<file path="config.mk">
export PLATFORM = sky130hd
export DESIGN_NAME = wcp_ram
export DESIGN_NICKNAME = d
export VERILOG_FILES = /design/src/hw/rtl/wcp_ram.sv
export SDC_FILE = /design/constraint.sdc
export NUM_CORES = 2
export LEC_CHECK = 0
export BUFFER_PORTS_ARGS = -buffer_cell sky130_fd_sc_hd__buf_2
export CAP_MARGIN = 5
export CORE_MARGIN = 4
export CORE_UTILIZATION = 40
export DETAILED_ROUTE_END_ITERATION = 10
export GPL_ROUTABILITY_DRIVEN = 0
export PLACE_DENSITY_LB_ADDON = 0.05
export SETUP_SLACK_MARGIN = 0.2
export SLEW_MARGIN = 40
export SYNTH_ARGS = -nofsm -noshare
export SYNTH_HDL_FRONTEND = slang
export SYNTH_SLANG_ARGS = --single-unit
</file>
<file path="constraint.sdc">
create_clock -name aclk -period 2.8 [get_ports aclk]
set_input_delay 0.56 -clock aclk [delete_from_list [all_inputs] [get_ports aclk]]
set_output_delay 0.56 -clock aclk [all_outputs]
set_load 0.03 [all_outputs]
</file>
<file path="src/hw/rtl/wcp_ram.sv">
// ----------------------------------------------------------------------------
// wcp_ram
// Generic simple dual-port RAM, one write and one read port, registered read.
// ----------------------------------------------------------------------------
`default_nettype none

module wcp_ram #(
    parameter int WIDTH = 16,
    parameter int DEPTH = 256,
    localparam int AW   = (DEPTH > 1) ? $clog2(DEPTH) : 1
) (
    input  wire logic             aclk,
    input  wire logic             we,
    input  wire logic [AW-1:0]    waddr,
    input  wire logic [WIDTH-1:0] wdata,
    input  wire logic [AW-1:0]    raddr,
    output logic      [WIDTH-1:0] rdata
);

    logic [WIDTH-1:0] mem [DEPTH];
    logic [WIDTH-1:0] rdata_reg;

    always_ff @(posedge aclk) begin
        if (we) begin
            mem[waddr] <= wdata;
        end
        rdata_reg <= mem[raddr];
    end

    assign rdata = rdata_reg;

endmodule

`default_nettype wire

</file>
Yosys cells after proc, flatten, opt, wreduce, memory -nomap -nowiden
Memories as Yosys holds them, arrays and structs flattened. A register that Yosys moved wholly into a read port is not among the register bits. Index checks and enable logic that the tools add are counted.

Flip-flop bits (word level): 0. RAM bits: 4096. Output and inout port bits: 16. Memories kept: 1.

Memories: mem (depth 256, width 16, rd ports 1, clocked after Yosys merged registers in 1, write ports 1, line 20) `logic [WIDTH-1:0] mem [DEPTH];`.

Multiplexer cells: 2.

Operator list (count): $mux W1 (2).

Logic depth before layout (Yosys ltp)
Word-level depth: 2. Depth in mapped cells: 12. Depth with buffers taken out: 6.

Worst setup path after synthesis
No wires, ideal clock.

Kind: input-to-reg. From: in waddr[3]. To: mem mem[235][0] (enable). Library setup time: 0.388 ns. Arrival: 2.337 ns. Required time: 2.412 ns. Setup slack: 0.075 ns. Stages: 6. Buffers on the path: 3. Cells stage by stage: clkbuf_1 -> nor2b_1 -> clkbuf_1 -> nand4_1 -> clkbuf_1 -> nor2_1.

RTL lines: start, declared (line 14) `input wire logic [AW-1:0] waddr,`; end, declared (line 20).

Straight into the memory's write port.

==> run metrics <==
total negative slack 0 ns; Yosys warnings 0; Iteration-0 DRC Markers between 9000 and 10000; # rows between 200 and 250; CP required ~3.7 ns; drt total wl approximately 490 mm; Mapped Area between 0.15 and 0.2 mm²; CTS Root Cell clkbuf_16; slowest stage delay, CP 0.55 ns; Slew @ Worst Pin around 0.91 ns; Final nets approximately 8600; max_slew headroom 0.390; Final Setup Violations 0; Die W 638 µm; WP buf/inv 5; area of the multi-input gates between 0.03 and 0.04 mm²; ANT nets after route 0; crit path cell chain buf_16, buf_8, buf_12, buf_16, mux2i_1, o221ai_1, buf_4, a21oi_1, nor2_2, nand4_1, nor4_1; worst slack at placement -1.24 ns; sequential area share after synthesis 0.777; Routed WL per cell ~35 µm; CP delay by family, top simple AND/OR/NAND/NOR gates; GRT overflow 0; max-cap viol count 0; CTS HTree Levels 5; Peak VDD IR 0.000532 V; post-synth top area cell edfxtp_1; cell mode on critical path buf_16; Reg area 0.123 mm²; first-pass GRT wire length 678 mm; share of cells above drive strength 1 0.335; Vias roughly 82000; Tcrit/Tclk final 0.946; Synth async-reset ratio 0; Worst Path Max Fanout 42; Die ar. between 0.4 and 0.5 mm²; count leader, synth edfxtp_1; Clock Skews approximately 0.034 ns; GRT Overall Usage 0.238; PD cells just under 700 mW/mm²; Worst path slowest cell nand4_1; dpl hpwl ~310 mm; DIE HEIGHT around 640 µm; max FFs per register between 4000 and 5000; post-synthesis cell type count 52; Final WS setup around 0.15 ns; Worst-path clk slew roughly 0.06 ns; antenna violations before repair 42; clock latency on the worst-skew pair roughly 0.98 ns; DRT Pass-1 Iters 5; clock sink count around 4100; RSZ-0062 raised after global routing true; Vias per Instance 5.74; element type at the critical path start input pin; ys flop type edfxtp_1; top post-synthesis cells by count edfxtp_1 (4096), mux4_2 (797), mux2i_1 (565); DRC viols 0; CP arrival ~3.5 ns; met3 routed WL about 32 mm; clock period minus worst slack approximately 2.6 ns; CTS Buf Count 443; vias in the first global route 82500; top-area cell type share of the netlist area 0.775; Initial Util 0.401; Hold Crit Class input pin to register; Syn Inst Count approximately 7400; Max Slew Vio Count 0; routed wl met2 around 230 mm; I/O Buffers approximately 50; syn_nets around 7400; P_leak between 0.06 and 0.07 µW; Metal-1 WL about 220 mm; Area Overhead vs Synth 20.8%; maximum clock frequency ~380 MHz; Mean Syn Cell Area ~22 µm²; outcome finished, final reports clean; final hold vios 0; critical path endpoint category register; I/O pin total 50; core area just under 0.4 mm²; CTS tree built; Setup Crit Path Kind input pin to register; Post-synth EDFFs 4096; Seq cells post-synth roughly 4000; Top Layer Used met5; largest net degree at the start of global routing 80; # fillers about 32000; synth top area cells edfxtp_1 (77%), mux4_2 (11%), mux2i_1 (3.6%), o221ai_1 (1.4%), nor2_1 (0.72%); Longest Clk Path Bufs 4
==> cell type report <==
cell class              count  area share
clock inverters           270      0.0125
clock buffers             539      0.0608
multi-input cells        2792       0.175
repair buffers           1259      0.0743
well taps                5242      0.0342
inverters                   4    0.000144
diodes                     10    0.000130
flip-flops and latches   4112       0.643
==> cells by family (layout without fill, tap and decap cells) <==
| logic type | Yosys count | in the layout | share of synthesized area |
|---|---|---|---|
| flip-flops | 4112 | 4112 | 0.777 |
| multiplexers | 1450 | 1450 | 0.155 |
| AO/OA/AOI/OAI | 786 | 786 | 0.0354 |
| AND/OR/NAND/NOR | 556 | 556 | 0.0157 |
| buffers and inverters | 456 | 2072 | 0.0169 |
| other | 0 | 10 | 0 |
==> through the flow <==
stage,instances,hold slack (ns),power [µW],cell area [µm²],utilization
floorplan,7360,0.659,72700,159000,-
global placement,13400,0.898,77200,177000,0.448
detailed placement,13400,0.907,77300,177000,0.448
CTS,14200,0.00231,134000,191000,0.484
global route,14200,0.0375,137000,192000,0.485
finish,14200,0.0749,133000,192000,0.485
==> worst paths after layout <==
kind,startpoint,endpoint,slack (ns),cells past startpoint
hold / removal,wdata[3],mem[231][3],0.07,1
hold reg to reg,mem[250][1],rdata[1],1.11,7
setup / recovery,raddr[0],rdata[0],0.15,11
setup reg to reg,mem[31][6],rdata[6],0.22,6
==> cells in the final DEF, fill, tap and decap left out, types with 13 or more instances in the layout <==
| master | count |
|---|---|
| clkinv_2 | 74 |
| bufinv_16 | 37 |
| buf_2 | 28 |
| a22o_1 | 27 |
| buf_8 | 21 |
| a21oi_1 | 172 |
| clkbuf_16 | 454 |
| clkinv_1 | 119 |
| nor2_1 | 107 |
| mux4_2 | 797 |
| clkinvlp_4 | 18 |
| a221oi_1 | 25 |
| a211oi_1 | 18 |
| nor2_2 | 196 |
| buf_12 | 356 |
| o31ai_1 | 15 |
| o221ai_1 | 249 |
| buf_4 | 830 |
| a22oi_1 | 36 |
| dfxtp_1 | 16 |
| o21ai_0 | 35 |
| nand4_1 | 26 |
| nor3_1 | 85 |
| o22ai_1 | 147 |
| nor4_1 | 13 |
| nand3_1 | 24 |
| clkbuf_1 | 81 |
| o32ai_1 | 15 |
| edfxtp_1 | 4096 |
| mux2_2 | 88 |
| nand2_1 | 37 |
| mux2i_1 | 565 |
==> repair_timing <==
item	4_1_cts	5_1_grt
hold buffers	8	0
cloned	0	5
resized for setup	26	39
setup endpoints to repair	10	12
pin swaps	8	8
buffers inserted	0	1
endpoints found under the hold margin	154	0
==> routing by layer <==
layer | global-route usage | vias to the layer above
met1 | 0.350 | 44600
li1 | - | 33900
met4 | 0.0520 | 6
met5 | 0 | -
met2 | 0.374 | 2591
met3 | 0.0423 | 580
==> power breakdown <==
part	internal (µW)	leakage (µW)	switching (µW)
logic	3070	0.0183	4930
registers	67900	0.0369	112
clock network	32900	0.00684	24100
No activity file was read; power rests on OpenSTA's default activity.
