<file path="config.mk">
export PLATFORM = sky130hd
export DESIGN_NAME = wcp_mac
export DESIGN_NICKNAME = d
export VERILOG_FILES = /design/src/hw/rtl/wcp_pkg.sv /design/src/hw/rtl/wcp_mac.sv
export SDC_FILE = /design/constraint.sdc
export NUM_CORES = 1
export LEC_CHECK = 0
export ABC_AREA = 1
export BUFFER_PORTS_ARGS = -buffer_cell sky130_fd_sc_hd__clkbuf_2
export CORE_MARGIN = 1
export CORE_UTILIZATION = 50
export CTS_CLUSTER_SIZE = 12
export DETAILED_ROUTE_END_ITERATION = 6
export GPL_TIMING_DRIVEN = 0
export PLACE_DENSITY = 0.66
export SYNTH_ARGS = -nofsm -noshare
export SYNTH_HDL_FRONTEND = slang
export SYNTH_SLANG_ARGS = --single-unit
export TNS_END_PERCENT = 100
</file>
<file path="constraint.sdc">
create_clock -name aclk -period 8.2 [get_ports aclk]
set_input_delay 0.41 -clock aclk [delete_from_list [all_inputs] [get_ports aclk]]
set_output_delay 0.41 -clock aclk [all_outputs]
set_load 0.05 [all_outputs]
</file>
<file path="src/hw/rtl/wcp_pkg.sv">
// ----------------------------------------------------------------------------
// wcp_pkg
// Shared constants, note table, types and the divide-by-4095 helper for the
// wavetable cutoff and pitch control block.
// ----------------------------------------------------------------------------
`default_nettype none

package wcp_pkg;

    // sizing
    localparam int TABLE_LEN   = 64;
    localparam int WAVE_COUNT  = 4;
    localparam int STORE_DEPTH = WAVE_COUNT * TABLE_LEN;
    localparam int STORE_AW    = (STORE_DEPTH > 1) ? $clog2(STORE_DEPTH) : 1;
    localparam int CTRL_DEPTH  = 2;

    // divider widths: quotient as wide as the period field, divisor holds bent*TABLE_LEN
    localparam int DVD_W = 25;
    localparam int DVS_W = 13 + $clog2(TABLE_LEN + 1);
    localparam int CNT_W = $clog2(DVD_W + 1);

    // arithmetic constants
    localparam logic [11:0] ADC_FULL   = 12'd4095;
    localparam logic [11:0] PITCH_MID  = 12'd2048;
    localparam int          BEND_DIV   = 8195;
    localparam logic [24:0] CLOCK_HZ   = 25'd25000000;
    localparam logic [11:0] CUTOFF_MIN = 12'd5;
    localparam logic [11:0] GAIN_RESET = 12'd1000;
    localparam logic [3:0]  KEY_MAX    = 4'd12;

    // rounded-up reciprocal of the bend divisor, exact floor for products below 2^23
    localparam int          BEND_SHIFT = 36;
    localparam logic [22:0] BEND_RECIP =
        23'(((64'd1 << BEND_SHIFT) + 64'(BEND_DIV - 1)) / 64'(BEND_DIV));

    // request modes
    localparam logic [1:0] MODE_LOAD   = 2'd0;
    localparam logic [1:0] MODE_CUTOFF = 2'd1;
    localparam logic [1:0] MODE_PITCH  = 2'd2;

    // result kinds
    localparam logic KIND_ENTRY   = 1'b0;
    localparam logic KIND_TIMEOUT = 1'b1;

    // register word index (paddr[2])
    localparam logic REG_GAIN = 1'b0;

    // control store entries
    localparam logic CTRL_CUTOFF = 1'b0;
    localparam logic CTRL_PITCH  = 1'b1;

    // note frequencies in hertz, row per octave
    localparam logic [11:0] NOTE_HZ [8][13] = '{
        '{12'd16, 12'd17, 12'd18, 12'd19, 12'd21, 12'd22, 12'd23, 12'd24, 12'd26,
          12'd27, 12'd29, 12'd31, 12'd33},
        '{12'd33, 12'd35, 12'd37, 12'd39, 12'd41, 12'd44, 12'd46, 12'd49, 12'd52,
          12'd55, 12'd58, 12'd62, 12'd65},
        '{12'd65, 12'd69, 12'd73, 12'd78, 12'd82, 12'd87, 12'd92, 12'd98, 12'd104,
          12'd110, 12'd117, 12'd123, 12'd131},
        '{12'd131, 12'd139, 12'd147, 12'd156, 12'd167, 12'd175, 12'd185, 12'd196,
          12'd208, 12'd220, 12'd233, 12'd247, 12'd262},
        '{12'd262, 12'd277, 12'd294, 12'd311, 12'd330, 12'd349, 12'd370, 12'd392,
          12'd415, 12'd440, 12'd466, 12'd494, 12'd523},
        '{12'd523, 12'd554, 12'd587, 12'd622, 12'd659, 12'd698, 12'd740, 12'd784,
          12'd831, 12'd880, 12'd932, 12'd988, 12'd1046},
        '{12'd1046, 12'd1109, 12'd1175, 12'd1245, 12'd1319, 12'd1397, 12'd1480,
          12'd1568, 12'd1661, 12'd1760, 12'd1865, 12'd1976, 12'd2093},
        '{12'd2093, 12'd2218, 12'd2349, 12'd2489, 12'd2637, 12'd2794, 12'd2960,
          12'd3136, 12'd3322, 12'd3520, 12'd3729, 12'd3900, 12'd3900}
    };

    // operands for the two-lane multiply and scale unit
    typedef struct packed {
        logic        load;
        logic [15:0] a0;
        logic [11:0] b0;
        logic [15:0] a1;
        logic [11:0] b1;
    } mac_ops_t;

    typedef struct packed {
        logic busy;
        logic done;
    } div_status_t;

    // floor(v / 4095): series estimate of v/4096*(1+1/4096+...), then one correction
    function automatic logic [15:0] div4095(input logic [27:0] v);
        logic [28:0] acc;
        logic [16:0] est;
        logic [28:0] rem;
        acc = {1'b0, v} + 29'(v >> 12) + 29'(v >> 24);
        est = acc[28:12];
        rem = {1'b0, v} - {est, 12'b0} + 29'(est);
        if (rem >= 29'(ADC_FULL)) begin
            est = est + 17'd1;
        end
        return est[15:0];
    endfunction

endpackage

`default_nettype wire

</file>
<file path="src/hw/rtl/wcp_mac.sv">
// ----------------------------------------------------------------------------
// wcp_mac
// Two-lane multiply and scale: a0*b0/4095 + a1*b1/4095, each quotient
// truncated. Products registered, then the scaled sum registered.
// ----------------------------------------------------------------------------
`default_nettype none

module wcp_mac
    import wcp_pkg::*;
(
    input  wire logic     aclk,
    input  wire logic     aresetn,
    input  wire mac_ops_t ops,
    output logic [16:0]   sum
);

    logic [27:0] prod0_reg;
    logic [27:0] prod1_reg;
    logic        load_d_reg;
    logic [16:0] sum_reg;

    always_ff @(posedge aclk) begin
        if (!aresetn) begin
            load_d_reg <= 1'b0;
        end else begin
            load_d_reg <= ops.load;
        end
    end

    always_ff @(posedge aclk) begin
        if (ops.load) begin
            prod0_reg <= ops.a0 * ops.b0;
            prod1_reg <= ops.a1 * ops.b1;
        end
        // sum holds until the next operand set has passed the products stage
        if (load_d_reg) begin
            sum_reg <= 17'(div4095(prod0_reg)) + 17'(div4095(prod1_reg));
        end
    end

    assign sum = sum_reg;

endmodule

`default_nettype wire

</file>
# Word-level counts from Yosys, hierarchy flattened
# Cells that the tools add are included.
[word_totals] input_bits=59 out_inout_bits=17 elab_cells=23 register_bits=74
[classes] mul=2 n_mux=4 n_lt_le_gt_ge=2 add_sub_neg=11
[op_table] op="16-bit two-way mux" n=4
[op_table] op="28-bit by 16-bit adder with 29-bit output" n=2
[op_table] op="29-bit by 17-bit adder with 29-bit output" n=2
[op_table] op="29-bit by 4-bit adder with 29-bit output" n=2
[op_table] op="29-bit by 12-bit greater-or-equal comparator with 1-bit output (second input constant)" n=2
[op_table] op="28-bit by 29-bit subtractor with 29-bit output" n=2
[op_table] op="16-bit by 12-bit multiplier with 28-bit output" n=2
[op_table] op="16-bit by 1-bit adder with 16-bit output (second input constant)" n=2
[op_table] op="16-bit by 16-bit adder with 17-bit output" n=1

# Longest topological paths before layout
# Gate-level depths: netlist of the first run.
[depth] ltp_word=8 mapped_depth=52 mapped_depth_nobuf=52

# Worst setup path after synthesis of the first run
# OpenSTA, ideal clock, no wires.
[synth_path] path_type="reg2reg" from="register prod1_reg[15]" to="register sum_reg[16], in the netlist sum[16] (data pin)" path_buffers=0 period_less_slack_ns=6.766 setup_ns=0.252 path_slack_ns=1.434 arrival_ns=6.514 path_stages_with_launch=49 required_time_ns=7.948 path_cell_list="edfxtp_1 -> inv_1 -> fa_1 -> inv_1 -> ha_1 -> nand2_1 -> nor2_1 -> nand2_1 -> nand2_1 -> nand2_1 -> nand2_1 -> nand3_1 -> nand2_1 -> inv_1 -> nor3_1 -> and3_1 -> ha_1 -> inv_1 -> [13 not listed] -> nor2_1 -> nand3_1 -> nor2_1 -> nand2_1 -> nand2_1 -> nand2_1 -> ha_1 -> fa_1 -> nand3_1 -> nand2_1 -> a21boi_0 -> o21ai_0 -> a21boi_0 -> o21ai_0 -> a21oi_1 -> o21ai_0 -> nand2_1 -> nand2_1"
[synth_via] elab_chain_len=8 word_cells_on_any_way=9 classes_between="add/sub: 6; order compare: 1; mux: 2"
[synth_lines] item="start, declared" line="wcp_mac.sv:18" rtl="logic [27:0] prod1_reg;"
[synth_lines] item="start signal, assigned" line="wcp_mac.sv:33" rtl="prod1_reg <= ops.a1 * ops.b1;"
[synth_lines] item="28-bit by 16-bit adder with 29-bit output" line="wcp_pkg.sv:91" rtl="acc = {1'b0, v} + 29'(v >> 12) + 29'(v >> 24);"
[synth_lines] item="29-bit by 4-bit adder with 29-bit output" line="wcp_pkg.sv:91"
[synth_lines] item="28-bit by 29-bit subtractor with 29-bit output" line="wcp_pkg.sv:93" rtl="rem = {1'b0, v} - {est, 12'b0} + 29'(est);"
[synth_lines] item="29-bit by 17-bit adder with 29-bit output" line="wcp_pkg.sv:93"
[synth_lines] item="29-bit by 12-bit greater-or-equal comparator with 1-bit output" line="wcp_pkg.sv:94" rtl="if (rem >= 29'(ADC_FULL)) begin"
[synth_lines] item="16-bit two-way mux *" line="wcp_pkg.sv:94"
[synth_lines] item="16-bit two-way mux *" line="wcp_mac.sv:36" rtl="if (load_d_reg) begin"
[synth_lines] item="16-bit by 16-bit adder with 17-bit output *" line="wcp_mac.sv:37" rtl="sum_reg <= 17'(div4095(prod0_reg)) + 17'(div4095(prod1_reg));"
[synth_lines] item="end signal, assigned" line="wcp_mac.sv:37"
[synth_lines] item="end, declared" line="wcp_mac.sv:20" rtl="logic [16:0] sum_reg;"
# Every way passes the cells marked *; elsewhere a longest branch is shown, timed or not. The select of a mux whose other input is x is not followed.
# A chain may end at the register's enable or synchronous reset.

# Worst setup path in the final report of the first run
[layout_path] from="register prod1_reg[26]" to="register sum_reg[16], in the netlist sum[16] (data pin)"
# The elaborated chain is that of the path after synthesis.

==> reports/metrics.cfg, run 1 <==
[global_routing]
track_usage=0.260
grt_antenna_before_repair=0
grt_pass1_vias=20862
grt_pass1_wl_mm=104
grt_max_degree=58
grt-ovfl-total=0

[routing]
vias=21491
drt-total-wl_mm=62.5
ant_nets=0
drc_errors=0
via_per_inst=5.02
avgRoutedWirePerCell_um=14.6
firstDrtPassIters=6
drt_iter0_drc=1406

[final_layout]
area_delta_synth_final_pct=6.18
final_nets=4283
drive_above_1_share=0.0554
n_antenna_cell=0
stdcell_count=4282

[sta]
clock.fmax_mhz=133
maxSlewViolCount=0
hold_viol_final=0
worstMarginPinSlew_ns=0.809
setup_violations=0
fin_crit_sh=0.919
fin_worst_skew_ns=0.0115
finalSetupTns_ns=0
rsz0062_at_grt=false
fin_crit_ns=7.54
slew_headroom=0.460

[synth]
ys_warn_count=0
synth_nets=4212
syn_area_per_cell_um2=6.93
ys_seq_elements=74
yosysSeqAreaShare=0.0900
synth_area_mm2=0.0246
synth_cells=3550
netlist-cell-type-count=47

[setup_path]
startpoint_type=flop
max_stage_delay_ns=0.54
timing.critical_path.mode_cell=nand2_1
cp_slowest_cell=edfxtp_1
r2r_slack_ns=0.66
crit_path_end_kind=flop
r2r_end=sum[16]
cp.arrival_ns=7.67
critical_path_class=flop to flop
worst-path-max-fanout=10
r2r_cells=47
required_ns=8.33
r2r-start=prod1_reg[26]

[placed_design]
place.detailed.hpwl_mm=54.5
io_buffer_count=51
placed_cells=4257
gp_congestion=0.953

[run]
cap_viol_max_count=0

[min_path]
hold_path_class=primary input to flop
min_to=load_d_reg
min_path_cells=3
hold_start=aresetn

[run_status]
status=finished, final reports clean

[floorplanning]
ioPinCount=76
initial_core_util=0.511
dieArea_mm2=0.0501
fp.dieW_um=224
die_h_um=224
rows=80
coreArea_mm2=0.0481

[clocking]
path_clk_slew_ns=0.07
h-tree-depth=3
cts-buffers-inserted=9
cts_hold_buf=0
cts_tree=built
insertion_delay_ns=0.37
cts_sinks=74
cts_root_buf=clkbuf_16
clock_tree.buffer_depth=2

-- Yosys cell counts (all sizes together) --
master  instances  area (um^2)
nand2        1121         4300
inv           847         3180
ha            306         3830
fa            297         5950
nor2          197          870
nand3         147          813
a21oi         142          744
clkbuf         80          300
edfxtp         73         2190
nand4          61          382
o21ai          60          300
xor2           57          507
xnor2          53          464
nor3           29          170
nand3b         17          128
nor4           13         81.3
a21boi         11         82.6
buf             8         62.6
o21bai          8         60.1
a21o            7         52.6
and2            3         18.8
o211ai          3         22.5
a211oi          2         15.0
a221oi          1         8.76
a31oi           1         6.26
and3            1         6.26
dfxtp           1         20.0
o211a           1         10.0
o21a            1         7.51
o221ai          1         8.76
or2             1         6.26
-- cells by family (layout without fill, tap and decap cells) --
| logic type | Yosys count | after routing | synth area share |
|---|---|---|---|
| flip-flops | 74 | 74 | 0.0900 |
| AO/OA/AOI/OAI | 238 | 238 | 0.0536 |
| buffers and inverters | 935 | 1011 | 0.144 |
| AND/OR/NAND/NOR | 1590 | 1590 | 0.275 |
| adder cells (fa/ha/maj) | 603 | 603 | 0.398 |
| XOR/XNOR | 110 | 110 | 0.0395 |
-- stage by stage --
stage	setup slack [ns]	hold slack (ns)	instance area (um^2)	utilization
after floorplan	1.43	0.503	24600	-
after global placement	0.138	0.693	25700	0.533
after detailed placement	0.136	0.694	25700	0.533
after CTS	0.136	0.312	26000	0.540
after global routing	0.0410	0.358	26100	0.542
final	0.663	0.317	26100	0.542
-- critical path, delay by kind of cell, from the launching register on --
family                   cells  cell delay [ns]
AND/OR/NAND/NOR             25             2.63
flip-flops                   1             0.54
adder cells (fa/ha/maj)      6             2.21
buffers and inverters        9             0.78
AO/OA/AOI/OAI                7             1.10
-- routing by layer --
layer | vias up | GRT usage | share of wire
met2 | 528 | 0.408 | 0.43
met1 | 9977 | 0.378 | 0.48
met4 | 0 | 0.0745 | 0.025
met5 | - | 0 | 0
met3 | 74 | 0.0262 | 0.060
li1 | 10912 | - | -
-- worst max path at each step --
stage                  start      end  slack (ns)  depth (start not counted)
3_5_place_dp   prod1_reg[27]  sum[16]        0.14                         48
6_report       prod1_reg[26]  sum[16]        0.66                         47
4_1_cts        prod1_reg[27]  sum[16]        0.14                         48
3_3_place_gp   prod1_reg[27]  sum[16]        0.14                         48
2_1_floorplan  prod1_reg[15]  sum[16]        1.43                         48
5_1_grt        prod1_reg[27]  sum[16]        0.04                         47
-- layout by cell type, fill, tap and decap left out, drive strengths merged, types with 2 or more instances in the layout --
| cell | n |
|---|---|
| a21oi | 142 |
| fa | 297 |
| nand2 | 1121 |
| clkbuf | 139 |
| nand3 | 147 |
| inv | 850 |
| xnor2 | 53 |
| nand3b | 17 |
| ha | 306 |
| a211oi | 2 |
| nand4 | 61 |
| nor3 | 29 |
| o211ai | 3 |
| o21ai | 60 |
| edfxtp | 73 |
| and2 | 3 |
| a21o | 7 |
| nor2 | 197 |
| xor2 | 57 |
| a21boi | 11 |
| o21bai | 8 |
| nor4 | 13 |
| bufinv | 2 |
| buf | 18 |
-- area by class of cell --
type / count / area (um^2)
Timing Repair Buffer: 60 / 335
Sequential cell: 74 / 2210
Clock buffer: 9 / 225
Tap cell: 656 / 821
Fill cell: 4817 / 22000
Inverter: 847 / 3180
Clock inverter: 7 / 97.6
Multi-Input combinational cell: 2541 / 18900
Buffer: 88 / 363
-- repair_timing --
| action | in CTS | in global routing |
|---|---|---|
| endpoints found under the setup margin | 0 | 7 |
| resized for setup | 0 | 21 |
| setup buffers | 0 | 8 |
Power of run 1 is left out: the tool's default activity adds up to more than one toggle a clock period on the data nets, which glitch-free logic cannot reach.
==> run 2: changes to the inputs <==
Settings changed: PLACE_DENSITY 0.66 to 0.64.
==> reports/metrics.cfg, run 2 (synthesis gave the netlist of run 1 again) <==
[sta]
setup_ws_ns=0.602
worstMarginPinSlew_ns=0.681
hold_viol_final=0
fin_crit_ns=7.60
finalSetupTns_ns=0
rsz0062_at_grt=true
fin_worst_skew_ns=0.0109
maxSlewViolCount=0
clock.fmax_mhz=132
slew_headroom=0.545
fin_crit_sh=0.927
setup_violations=0

[floorplanning]
fp.dieW_um=224
coreArea_mm2=0.0481
ioPinCount=76
initial_core_util=0.511
die_h_um=224
dieArea_mm2=0.0501
rows=80

[setup_path]
max_stage_delay_ns=0.54
startpoint_type=flop
critical_path_class=flop to flop
timing.critical_path.mode_cell=nand2_1
crit_path_end_kind=flop
cp_slowest_cell=edfxtp_1
worst-path-max-fanout=10
required_ns=8.31
cp.arrival_ns=7.71

[global_routing]
grt_pass1_wl_mm=104
grt_antenna_before_repair=0
grt_max_degree=58
track_usage=0.258
grt-ovfl-total=0
grt_pass1_vias=20794

[final_layout]
n_fill_cell=4965
final_cell_mix=nand2_1 (1,088), inv_1 (821), ha_1 (304)
final_common_cell=nand2_1
n_antenna_cell=0
final_nets=4290
drive_above_1_share=0.0567
area_delta_synth_final_pct=6.31

[clocking]
cts-buffers-inserted=9
cts_sinks=74
cts_hold_buf=0
cts_tree=built
h-tree-depth=3
clock_tree.buffer_depth=2
path_clk_slew_ns=0.07
cts_root_buf=clkbuf_16
insertion_delay_ns=0.36

[placed_design]
gp_congestion=0.975
io_buffer_count=51
place.detailed.hpwl_mm=54.4
dp_slack_ns=0.121

[run_status]
status=finished, final reports clean

[routing]
drt-total-wl_mm=62.2
firstDrtPassIters=5
avgRoutedWirePerCell_um=14.5
vias=21311
drc_errors=0
drt_iter0_drc=1445
via_per_inst=4.97
ant_nets=0

[min_path]
hold_path_class=primary input to flop

[run]
cap_viol_max_count=0

-- run 2: layout make-up --
cell class / instances / area [um^2] / area share
Buffer: 88 / 367 / 0.0140
Clock buffer: 10 / 229 / 0.00876
Clock inverter: 6 / 72.6 / 0.00278
Inverter: 847 / 3180 / 0.122
Multi-Input combinational cell: 2541 / 18900 / 0.722
Sequential cell: 74 / 2210 / 0.0846
Tap cell: 656 / 821 / 0.0314
Timing Repair Buffer: 67 / 388 / 0.0148
-- run 2: timing repair --
action,CTS,global route
resized for setup,0,18
setup buffers,0,15
endpoints found under the setup margin,0,8
-- run 2: worst paths after layout --
kind | startpoint | endpoint | slack [ns] | cells past startpoint
hold reg to reg | load_d_reg | sum[7] | 0.79 | 0
hold / removal | aresetn | load_d_reg | 0.24 | 3
setup reg to reg | prod1_reg[24] | sum[16] | 0.60 | 42
setup / recovery | prod1_reg[24] | sum[16] | 0.60 | 42
-- run 2: metal layers --
layer	wire (um)	global-route usage	vias to the layer above
met2	26700	0.406	503
met1	31000	0.377	9811
met4	1740	0.0776	0
met3	2850	0.0214	87
li1	-	-	10910
met5	0	0	-
-- run 2: critical path: cells and delay by family, from the launching register on --
family,cells,cell delay [ns]
simple gates,22,2.62
fa+ha+maj,6,2.09
compound gates,8,1.47
buf+inv,6,0.59
flops,1,0.54
-- run 2: through the flow --
step	util	hold slack [ns]	cells	cell area (um^2)
floorplan	-	0.503	3550	24600
global placement	0.533	0.610	4257	25700
detailed placement	0.533	0.612	4257	25700
CTS	0.539	0.230	4273	26000
global route	0.543	0.252	4289	26100
finish	0.543	0.237	4289	26100
Power of run 2 is left out for the same reason.
