--- config.mk ---
export PLATFORM = sky130hd
export DESIGN_NAME = wcp_div
export DESIGN_NICKNAME = d
export VERILOG_FILES = /design/src/hw/rtl/wcp_pkg.sv /design/src/hw/rtl/wcp_div.sv
export SDC_FILE = /design/constraint.sdc
export NUM_CORES = 1
export LEC_CHECK = 0
export ABC_AREA = 1
export BUFFER_PORTS_ARGS = -buffer_cell sky130_fd_sc_hd__buf_2
export CAP_MARGIN = 20
export CORE_AREA = 2 2 81 83
export DETAILED_ROUTE_END_ITERATION = 16
export DIE_AREA = 0 0 83 85
export MAX_ROUTING_LAYER = met4
export PLACE_DENSITY = 0.91
export SLEW_MARGIN = 20
export SYNTH_ARGS = -nofsm -noshare
export SYNTH_HDL_FRONTEND = slang
export SYNTH_SLANG_ARGS = --single-unit
--- constraint.sdc ---
create_clock -name aclk -period 3.6 [get_ports aclk]
set_input_delay 0.54 -clock aclk [delete_from_list [all_inputs] [get_ports aclk]]
set_output_delay 0.54 -clock aclk [all_outputs]
set_load 0.02 [all_outputs]
--- src/hw/rtl/wcp_pkg.sv ---
// ----------------------------------------------------------------------------
// wcp_pkg
// Shared constants, note table, types and the divide-by-4095 helper for the
// wavetable cutoff and pitch control block.
// ----------------------------------------------------------------------------
`default_nettype none

package wcp_pkg;

    // sizing
    localparam int TABLE_LEN   = 64;
    localparam int WAVE_COUNT  = 4;
    localparam int STORE_DEPTH = WAVE_COUNT * TABLE_LEN;
    localparam int STORE_AW    = (STORE_DEPTH > 1) ? $clog2(STORE_DEPTH) : 1;
    localparam int CTRL_DEPTH  = 2;

    // divider widths: quotient as wide as the period field, divisor holds bent*TABLE_LEN
    localparam int DVD_W = 25;
    localparam int DVS_W = 13 + $clog2(TABLE_LEN + 1);
    localparam int CNT_W = $clog2(DVD_W + 1);

    // arithmetic constants
    localparam logic [11:0] ADC_FULL   = 12'd4095;
    localparam logic [11:0] PITCH_MID  = 12'd2048;
    localparam int          BEND_DIV   = 8195;
    localparam logic [24:0] CLOCK_HZ   = 25'd25000000;
    localparam logic [11:0] CUTOFF_MIN = 12'd5;
    localparam logic [11:0] GAIN_RESET = 12'd1000;
    localparam logic [3:0]  KEY_MAX    = 4'd12;

    // rounded-up reciprocal of the bend divisor, exact floor for products below 2^23
    localparam int          BEND_SHIFT = 36;
    localparam logic [22:0] BEND_RECIP =
        23'(((64'd1 << BEND_SHIFT) + 64'(BEND_DIV - 1)) / 64'(BEND_DIV));

    // request modes
    localparam logic [1:0] MODE_LOAD   = 2'd0;
    localparam logic [1:0] MODE_CUTOFF = 2'd1;
    localparam logic [1:0] MODE_PITCH  = 2'd2;

    // result kinds
    localparam logic KIND_ENTRY   = 1'b0;
    localparam logic KIND_TIMEOUT = 1'b1;

    // register word index (paddr[2])
    localparam logic REG_GAIN = 1'b0;

    // control store entries
    localparam logic CTRL_CUTOFF = 1'b0;
    localparam logic CTRL_PITCH  = 1'b1;

    // note frequencies in hertz, row per octave
    localparam logic [11:0] NOTE_HZ [8][13] = '{
        '{12'd16, 12'd17, 12'd18, 12'd19, 12'd21, 12'd22, 12'd23, 12'd24, 12'd26,
          12'd27, 12'd29, 12'd31, 12'd33},
        '{12'd33, 12'd35, 12'd37, 12'd39, 12'd41, 12'd44, 12'd46, 12'd49, 12'd52,
          12'd55, 12'd58, 12'd62, 12'd65},
        '{12'd65, 12'd69, 12'd73, 12'd78, 12'd82, 12'd87, 12'd92, 12'd98, 12'd104,
          12'd110, 12'd117, 12'd123, 12'd131},
        '{12'd131, 12'd139, 12'd147, 12'd156, 12'd167, 12'd175, 12'd185, 12'd196,
          12'd208, 12'd220, 12'd233, 12'd247, 12'd262},
        '{12'd262, 12'd277, 12'd294, 12'd311, 12'd330, 12'd349, 12'd370, 12'd392,
          12'd415, 12'd440, 12'd466, 12'd494, 12'd523},
        '{12'd523, 12'd554, 12'd587, 12'd622, 12'd659, 12'd698, 12'd740, 12'd784,
          12'd831, 12'd880, 12'd932, 12'd988, 12'd1046},
        '{12'd1046, 12'd1109, 12'd1175, 12'd1245, 12'd1319, 12'd1397, 12'd1480,
          12'd1568, 12'd1661, 12'd1760, 12'd1865, 12'd1976, 12'd2093},
        '{12'd2093, 12'd2218, 12'd2349, 12'd2489, 12'd2637, 12'd2794, 12'd2960,
          12'd3136, 12'd3322, 12'd3520, 12'd3729, 12'd3900, 12'd3900}
    };

    // operands for the two-lane multiply and scale unit
    typedef struct packed {
        logic        load;
        logic [15:0] a0;
        logic [11:0] b0;
        logic [15:0] a1;
        logic [11:0] b1;
    } mac_ops_t;

    typedef struct packed {
        logic busy;
        logic done;
    } div_status_t;

    // floor(v / 4095): series estimate of v/4096*(1+1/4096+...), then one correction
    function automatic logic [15:0] div4095(input logic [27:0] v);
        logic [28:0] acc;
        logic [16:0] est;
        logic [28:0] rem;
        acc = {1'b0, v} + 29'(v >> 12) + 29'(v >> 24);
        est = acc[28:12];
        rem = {1'b0, v} - {est, 12'b0} + 29'(est);
        if (rem >= 29'(ADC_FULL)) begin
            est = est + 17'd1;
        end
        return est[15:0];
    endfunction

endpackage

`default_nettype wire

--- src/hw/rtl/wcp_div.sv ---
// ----------------------------------------------------------------------------
// wcp_div
// Restoring unsigned divider, one quotient bit per cycle. Used for the
// sample period calculation.
// ----------------------------------------------------------------------------
`default_nettype none

module wcp_div
    import wcp_pkg::*;
(
    input  wire logic             aclk,
    input  wire logic             aresetn,
    input  wire logic             start,
    input  wire logic [DVD_W-1:0] dividend,
    input  wire logic [DVS_W-1:0] divisor,
    output div_status_t           status,
    output logic      [DVD_W-1:0] quotient
);

    logic [CNT_W-1:0] count_reg;
    logic             done_reg;
    logic [DVS_W:0]   rem_reg;
    logic [DVD_W-1:0] quo_reg;
    logic [DVS_W:0]   shifted;
    logic [DVS_W+1:0] diff;

    assign shifted = {rem_reg[DVS_W-1:0], quo_reg[DVD_W-1]};
    assign diff    = {1'b0, shifted} - {2'b0, divisor};

    always_ff @(posedge aclk) begin
        if (!aresetn) begin
            count_reg <= '0;
            done_reg  <= 1'b0;
        end else begin
            done_reg <= (count_reg == CNT_W'(1));
            if (start) begin
                count_reg <= CNT_W'(DVD_W);
            end else if (count_reg != '0) begin
                count_reg <= count_reg - CNT_W'(1);
            end
        end
    end

    always_ff @(posedge aclk) begin
        if (start) begin
            rem_reg <= '0;
            quo_reg <= dividend;
        end else if (count_reg != '0) begin
            // borrow set: trial subtract failed, keep the shifted remainder
            if (diff[DVS_W+1]) begin
                rem_reg <= shifted;
                quo_reg <= {quo_reg[DVD_W-2:0], 1'b0};
            end else begin
                rem_reg <= diff[DVS_W:0];
                quo_reg <= {quo_reg[DVD_W-2:0], 1'b1};
            end
        end
    end

    assign status.busy = (count_reg != '0);
    assign status.done = done_reg;
    assign quotient    = quo_reg;

endmodule

`default_nettype wire

---- Word level (Yosys, flattened, before mapping) ----
Cells that the tools add are included.
cells by class
  multiplexer cells ....................... 6
  bitwise logic cells ..................... 1
  add/subtract/negate cells ............... 2
  eq/ne operators ......................... 1
  reductions and logical operators ........ 3
operator list
  kind                   count
  $mux W25               2
  $sub A21 B20 Y22       1
  $mux W20               1
  $mux W5                2
  $eq A5 B1 Y1 const B   1
  $reduce_bool A5 Y1     1
  $sub A5 B1 Y5 const B  1
  $reduce_bool A2 Y1     1
  $reduce_or A2 Y1       1
  $mux W1                1
  $not A1 Y1             1
storage, ports and cells
  register bits ........................... 51
  input port bits ......................... 48
  output and inout port bits .............. 27

---- Longest topological paths before layout ----
Gate-level depths: netlist of the first run.
  word-level depth ........................ 4
  depth in mapped cells ................... 15
  mapped depth without buffers ............ 14

---- Least setup slack after synthesis of the first run ----
OpenSTA, ideal clock, no wires.
  path type ............................... in2reg
  from .................................... input divisor[2]
  to ...................................... register rem_reg[10]
  arrival ................................. 1,957 ps
  setup slack ............................. 1,529 ps
  path buffers ............................ 1
  stages on the path ...................... 12
  cells stage by stage .................... inv_1 -> ha_1 -> nand2_2 -> nand3_4 -> nand2_1 -> nand2_1 -> nand2_2 -> nand3_2 -> buf_6 -> or2_2 -> nand3_1 -> nand2_1
between the ends
  word-level cells in the longest chain between the ends .. 2
ends and longest elaborated chain
  what                  RTL line       RTL
  start, declared       wcp_div.sv:15  input wire logic [DVS_W-1:0] divisor,
  $sub A21 B20 Y22      wcp_div.sv:28  assign diff = {1'b0, shifted} - {2'b0, divisor};
  $mux W20              wcp_div.sv:50  if (diff[DVS_W+1]) begin
  end signal, assigned  wcp_div.sv:51  rem_reg <= shifted;
  end signal, assigned  wcp_div.sv:54  rem_reg <= diff[DVS_W:0];
  end, declared         wcp_div.sv:22  logic [DVS_W:0] rem_reg;
No other way between the ends.
A chain may end at the register's enable or synchronous reset.

---- Final worst setup path of the first run ----
  from .................................... register count_reg[0]
  to ...................................... register quo_reg[19] (netlist: quotient[19]) (enable)
between the ends
  word-level cells in the longest chain between the ends .. 2
ends and longest elaborated chain
  what                                 RTL line       RTL
  start, declared                      wcp_div.sv:20  logic [CNT_W-1:0] count_reg;
  start signal, assigned               wcp_div.sv:37  count_reg <= CNT_W'(DVD_W);
  start signal, assigned               wcp_div.sv:39  count_reg <= count_reg - CNT_W'(1);
  $reduce_bool A5 Y1                   wcp_div.sv:48  end else if (count_reg != '0) begin
  $reduce_bool A2 Y1 (no source line)  n/a
  end signal, assigned                 wcp_div.sv:47  quo_reg <= dividend;
  end signal, assigned                 wcp_div.sv:52  quo_reg <= {quo_reg[DVD_W-2:0], 1'b0};
  end signal, assigned                 wcp_div.sv:55  quo_reg <= {quo_reg[DVD_W-2:0], 1'b1};
  end, declared                        wcp_div.sv:23  logic [DVD_W-1:0] quo_reg;
No other way between the ends.

==> run_results.csv, run 1 <==
group,metric,value,unit
outcome,status,"complete, no violations",
global_route,grt_first_pass_wirelength,14760,um
logic_synthesis,synth-main-ff-cell,"dfxtp_1",
logic_synthesis,yosysSeqAreaShare,35.13,%
timing,worst_pin_slew,1009,ps
logic_synthesis,syn-cell-area,3618,um^2
place,place_hpwl,6512,um
global_route,grt_overflow_total,0,
cells_and_area,fin_area,4124,um^2
timing,drv_slew,0,
clock_network,clk_latency,320,ps
floorplan,start_util,58.32,%
timing,tns,0,ps
worst_hold_path,hold_path_class,"in -> reg",
setup_path,cp.required,3540,ps
clock_network,cts_resized,0,
global_route,antenna_found_initial,0,
flow_run,cap_violations,0,
clock_network,cts_root_buf,"clkbuf_8",
cells_and_area,largest_register_ff_count,25,
floorplan,fp.dieH,85,um
timing,finalHoldViolCount,0,
clock_network,postCtsSetupRepairBufs,0,
floorplan,die_w,83,um
timing,finalSetupViolCount,0,
clock_network,path_clk_slew,110,ps
logic_synthesis,synth.distinct_cells,36,
pwr,p_per_area,630.7,nW/um^2
place,portBuffers,74,
floorplan,die_area,7055,um^2
logic_synthesis,avgSynthCellArea,6.763,um^2
logic_synthesis,ys_ff_latch,51,
logic_synthesis,netlist_instances,535,
logic_synthesis,synthTopCellsByArea,"nand2_1 (21%), edfxtp_1 (21%), dfxtp_1 (14%)",
cells_and_area,layout-drive-gt1-share,16.50,%
floorplan,design.core.area,6205,um^2
pwr,p_leak,2.347,nW
logic_synthesis,yosys_warnings,0,
clock_network,cts_buffer_depth,2,
floorplan,num_rows,29,
detailed_routing,drc,0,
detailed_routing,drt_iter0_drc,217,
timing,fin_crit,2479,ps
logic_synthesis,yosys.area.top_type,"nand2_1",
cells_and_area,post-route-util,66.47,%
detailed_routing,drt_wl_total,8661,um
logic_synthesis,synth_top_cell_area_share,21.47,%
logic_synthesis,yosysMostFrequentCell,"nand2_1",
timing,worst_slack,1121,ps
pwr,ir_drop,0.3349,mV
detailed_routing,via_count,3572,
place,place.gp.congestion,0.9768,
cells_and_area,diodes,0,
timing,rsz0062_at_grt,"false",
timing,clock_skew,14.64,ps
detailed_routing,viasPerCell,5.230,
logic_synthesis,async_flop_share,0,%
global_route,grt_max_degree,30,
clock_network,cts-hold-fix-buffers,0,
timing,max-slew-margin-rel,32.67,%
detailed_routing,drtPass1Iterations,5,
detailed_routing,antenna_left,0,
clock_network,cts_num_sinks,51,
setup_path,end_kind,"flip-flop",
timing,finalCritPeriodShare,68.86,%
place,pre_cts_ws,985.5,ps
logic_synthesis,synthesis.nets,607,
floorplan,num_io_pins,75,
logic_synthesis,synth-edff-count,25,
cells_and_area,finalNetCount,677,
logic_synthesis,synth_common_cells,"nand2_1 (207), inv_1 (84), nand3_1 (40)",
cells_and_area,syn_to_final_growth,13.97,%
setup_path,cp-start-kind,"flip-flop",
setup_path,worstPathMaxFanout,26,
timing,max_freq,0.4034,GHz
clock_network,cts_buffers,5,
setup_path,critical_path_class,"reg -> reg",
global_route,grt_usage,25.90,%
clock_network,h-tree-depth,2,
clock_network,cts_tree,"built",
detailed_routing,wire_per_inst,12.68,um
cells_and_area,fill_cells,544,
global_route,grt_pass1_vias,3386,
setup_path,cp_data_arrival_time,2420,ps
place,postPlaceCellArea,4033,um^2
setup_path,reg2reg_slack,1120,ps
-- worst paths after layout --
path,start,cells after the start,to
min reg2reg,rem_reg[12],2,rem_reg[12]
min,aresetn,3,count_reg[0]
max,count_reg[0],6,quotient[19]
max reg2reg,count_reg[0],6,quotient[19]
-- critical path, stage by stage (launching register included) --
cell,delay [ps]
dfxtp_1,380
inv_1,110
ha_1,220
nand3_1,360
nor2_2,60
buf_4,220
inv_1,750
-- cell families after synthesis --
logic type,after synthesis,share of synthesized area (%)
flip-flops,51,35.13
XOR/XNOR,10,2.421
AND/OR/NAND/NOR,301,35.34
AO/OA/AOI/OAI,51,7.815
buffers and inverters,98,10.79
adder cells (fa/ha/maj),24,8.506
-- metrics by stage --
step           hold WS (ps)  instances  total power (W)
6_report              460.4        683         0.002601
5_1_grt               468.9        683         0.002825
4_1_cts               456.6        683         0.002587
3_5_place_dp          462.5        675         0.002218
3_3_place_gp          457.4        675         0.002183
2_1_floorplan         442.6        535         0.001937
-- power breakdown --
group / switching, W / internal [W] / leakage [nW]
Clock: 0.000223 / 0.000142 / 0.0489
Combinational: 0.000873 / 0.000501 / 1.81
Sequential: 0.000102 / 0.000761 / 0.484
-- cell usage in the layout (no fill, tap or decap), types with 2 or more instances in the layout --
cell      instances
nand2_1         207
inv_1            84
buf_2            74
nand3_1          40
nor2_1           27
dfxtp_1          26
edfxtp_1         25
ha_1             23
a21oi_1          20
o21ai_0          18
xnor2_1           8
nand4_1           6
or2_1             6
o21ai_1           6
clkbuf_8          5
nand2_2           4
nor2_2            3
buf_4             3
nand3_2           2
xor2_1            2
inv_6             2
-- final cells by class --
class / instances / area, um^2 / share of cell area, %
multi-input cells: 386 / 1957 / 47.45
flip-flops and latches: 51 / 1271 / 30.83
repair buffers: 77 / 392.9 / 9.527
inverters: 84 / 315.3 / 7.646
well taps: 77 / 96.34 / 2.336
clock buffers: 5 / 68.82 / 1.669
clock inverters: 3 / 22.52 / 0.5461
-- per-layer routing --
| metal | track usage (%) | up-vias | wire, um |
|---|---|---|---|
| met5 | - | - | 0 |
| met4 | 8.644 | 0 | 192 |
| met3 | 5.058 | 24 | 608 |
| met2 | 42.30 | 146 | 4029 |
| met1 | 32.43 | 1578 | 3830 |
| li1 | - | 1824 | - |
No activity file was read; power rests on OpenSTA's default activity.
==> run 2, diff against run 1 <==
- CORE_AREA: 2 2 81 83 -> 2 2 89 91
- DIE_AREA: 0 0 83 85 -> 0 0 91 93
- PLACE_DENSITY: 0.91 -> 0.81
- clock period: 3.6 -> 2 ns (I/O delays scaled with it)
==> run 2 against run 1 <==
The flow now finishes with violations (negative setup slack). Highest routed layer unchanged. Wire length is 16% higher. Flip-flop and latch count did not move. Setup slack lost 1100 ps. Global-route usage shrank 3.6 points. Non-clock buffer count up 50. Design area is 19% higher. Clock skew decreased by 10 ps. Die area increased by 20%. Clock power rose by 120%. Combinational power rose to 2.6 times the previous value. Sequential power increased by 89%.
==> run_results.csv, run 2 (same netlist as run 1, synthesis figures left out) <==
group,metric,value,unit
outcome,status,"finished with violations",
outcome,violations,"negative setup slack",
global_route,grt_pass1_vias,3506,
global_route,grt_usage,22.32,%
floorplan,start_util,48.07,%
pwr,p_leak,2.640,nW
cells_and_area,syn_to_final_growth,35.62,%
global_route,grt_overflow_total,0,
cells_and_area,layout_commonest_cell,"nand2_1",
global_route,grt_first_pass_wirelength,15110,um
place,dp.cells,742,
detailed_routing,wire_per_inst,13.25,um
detailed_routing,antenna_left,0,
detailed_routing,drt_wl_total,10040,um
cells_and_area,fin_cells,758,
clock_network,cts_buffers,5,
clock_network,cts_num_sinks,51,
cells_and_area,largest_register_ff_count,25,
clock_network,h-tree-depth,2,
timing,rsz0062_at_grt,"true",
worst_hold_path,min_from,"aresetn",
detailed_routing,drt_iter0_drc,224,
timing,clock_skew,4.431,ps
global_route,grt_max_degree,30,
setup_path,rr_endpoint,"rem_reg[4]",
place,place_hpwl,7274,um
clock_network,cts_buffer_depth,2,
clock_network,cts_tree,"built",
timing,finalSetupViolCount,1,
pwr,ir_drop,0.5334,mV
setup_path,cp.required,2210,ps
place,pre_cts_ws,-84.81,ps
worst_hold_path,hold_path_end,"count_reg[0]",
floorplan,die_area,8463,um^2
setup_path,cp_data_arrival_time,2210,ps
cells_and_area,finalNetCount,727,
floorplan,fp.dieH,93,um
flow_run,cap_violations,0,
timing,worst_slack,-4.390,ps
detailed_routing,viasPerCell,5.055,
setup_path,r2r_start,"quotient[24]",
cells_and_area,fill_cells,679,
worst_hold_path,hold_depth,3,
setup_path,cp-start-kind,"flip-flop",
floorplan,die_w,91,um
cells_and_area,mostFrequentLayoutCells,"nand2_1 (198), inv_1 (82), buf_2 (74), buf_4 (46)",
floorplan,num_rows,32,
detailed_routing,drtPass1Iterations,5,
timing,worst_pin_slew,344.5,ps
setup_path,end_kind,"flip-flop",
clock_network,clk_latency,310,ps
timing,max_freq,0.4989,GHz
worst_hold_path,hold_path_class,"in -> reg",
pwr,p_per_area,1214,nW/um^2
timing,finalCritPeriodShare,100.2,%
cells_and_area,layout-drive-gt1-share,30.64,%
setup_path,rr_worst_depth,12,
clock_network,cts-hold-fix-buffers,0,
detailed_routing,drc,0,
timing,finalHoldViolCount,0,
timing,max-slew-margin-rel,77.03,%
timing,drv_slew,0,
floorplan,design.core.area,7527,um^2
place,place.gp.congestion,0.9529,
floorplan,num_io_pins,75,
setup_path,worstPathMaxFanout,4,
clock_network,cts_root_buf,"clkbuf_8",
detailed_routing,via_count,3832,
setup_path,reg2reg_slack,-4,ps
cells_and_area,diodes,0,
clock_network,path_clk_slew,100,ps
setup_path,critical_path_class,"reg -> reg",
place,portBuffers,74,
timing,fin_crit,2004,ps
global_route,antenna_found_initial,0,
-- run 2: changes by cell type in the layout (fill, tap and decap cells not counted), sizes merged --
cell,change
buf,+49
inv,-1
clkbuf,+2
bufinv,+1
clkinv,-1
-- run 2: worst max-delay path, stage by stage, from the launching register on --
cell      delay [ps]
edfxtp_1         420
inv_1             90
ha_2             210
fa_2             230
inv_2             50
nand3_1           70
nand3_2          120
buf_4            160
buf_4            120
xnor2_1          160
a21oi_1          110
o21ai_1           90
nand2_1           70
-- run 2: worst max path at each step --
stage / startpoint / end / slack, ps / cells past startpoint
after CTS: rem_reg[15] / rem_reg[14] / 1 / 11
final: quotient[24] / rem_reg[4] / -4 / 12
after global routing: quotient[24] / rem_reg[4] / -80 / 12
after detailed placement: divisor[8] / rem_reg[14] / -80 / 15
after global placement: divisor[8] / rem_reg[18] / -30 / 15
after floorplan: quotient[24] / rem_reg[16] / 40 / 13
-- run 2: layout make-up --
cell class | count | area [um^2] | area share [%]
Tap cell | 102 | 127.6 | 2.601
Inverter | 84 | 315.3 | 6.425
Multi-Input combinational cell | 386 | 2240 | 45.64
Sequential cell | 51 | 1291 | 26.31
Clock buffer | 6 | 82.58 | 1.683
Clock inverter | 2 | 38.79 | 0.7904
Timing Repair Buffer | 127 | 812.0 | 16.55
-- run 2: metrics by stage --
stage                     setup TNS, ps  util (%)  cell area (um^2)  hold WS, ps  power (W)
after floorplan                       0         -              3618        397.6   0.003487
after global placement           -103.6     58.18              4379        461.0   0.004364
after detailed placement         -565.1     58.18              4379        464.2   0.004451
after CTS                             0     60.17              4529        214.1   0.005316
after global routing             -429.6     65.19              4907        230.8   0.006401
final                            -4.390     65.19              4907        215.5   0.005956
-- run 2: routing by layer --
metal | part of all wire, % | global-route usage, % | vias to the layer above
met5 | 0 | - | -
met4 | 1.4 | 7.576 | 0
met3 | 5.7 | 3.143 | 12
met2 | 50 | 38.33 | 148
met1 | 43 | 27.18 | 1747
li1 | - | - | 1925
-- run 2: repair_timing --
item	4_1_cts	5_1_grt
buffers inserted	1	6
pin swaps	2	24
endpoints found under the setup margin	14	20
resized for setup	7	60
gates cloned	0	1
-- run 2: where the power goes --
group / internal (W) / total (W) / switching [W]
combinational: 0.00164 / 0.00354 / 0.00189
clock: 0.000412 / 0.000785 / 0.000373
sequential: 0.00140 / 0.00163 / 0.000238
total: 0.00345 / 0.00596 / 0.00251
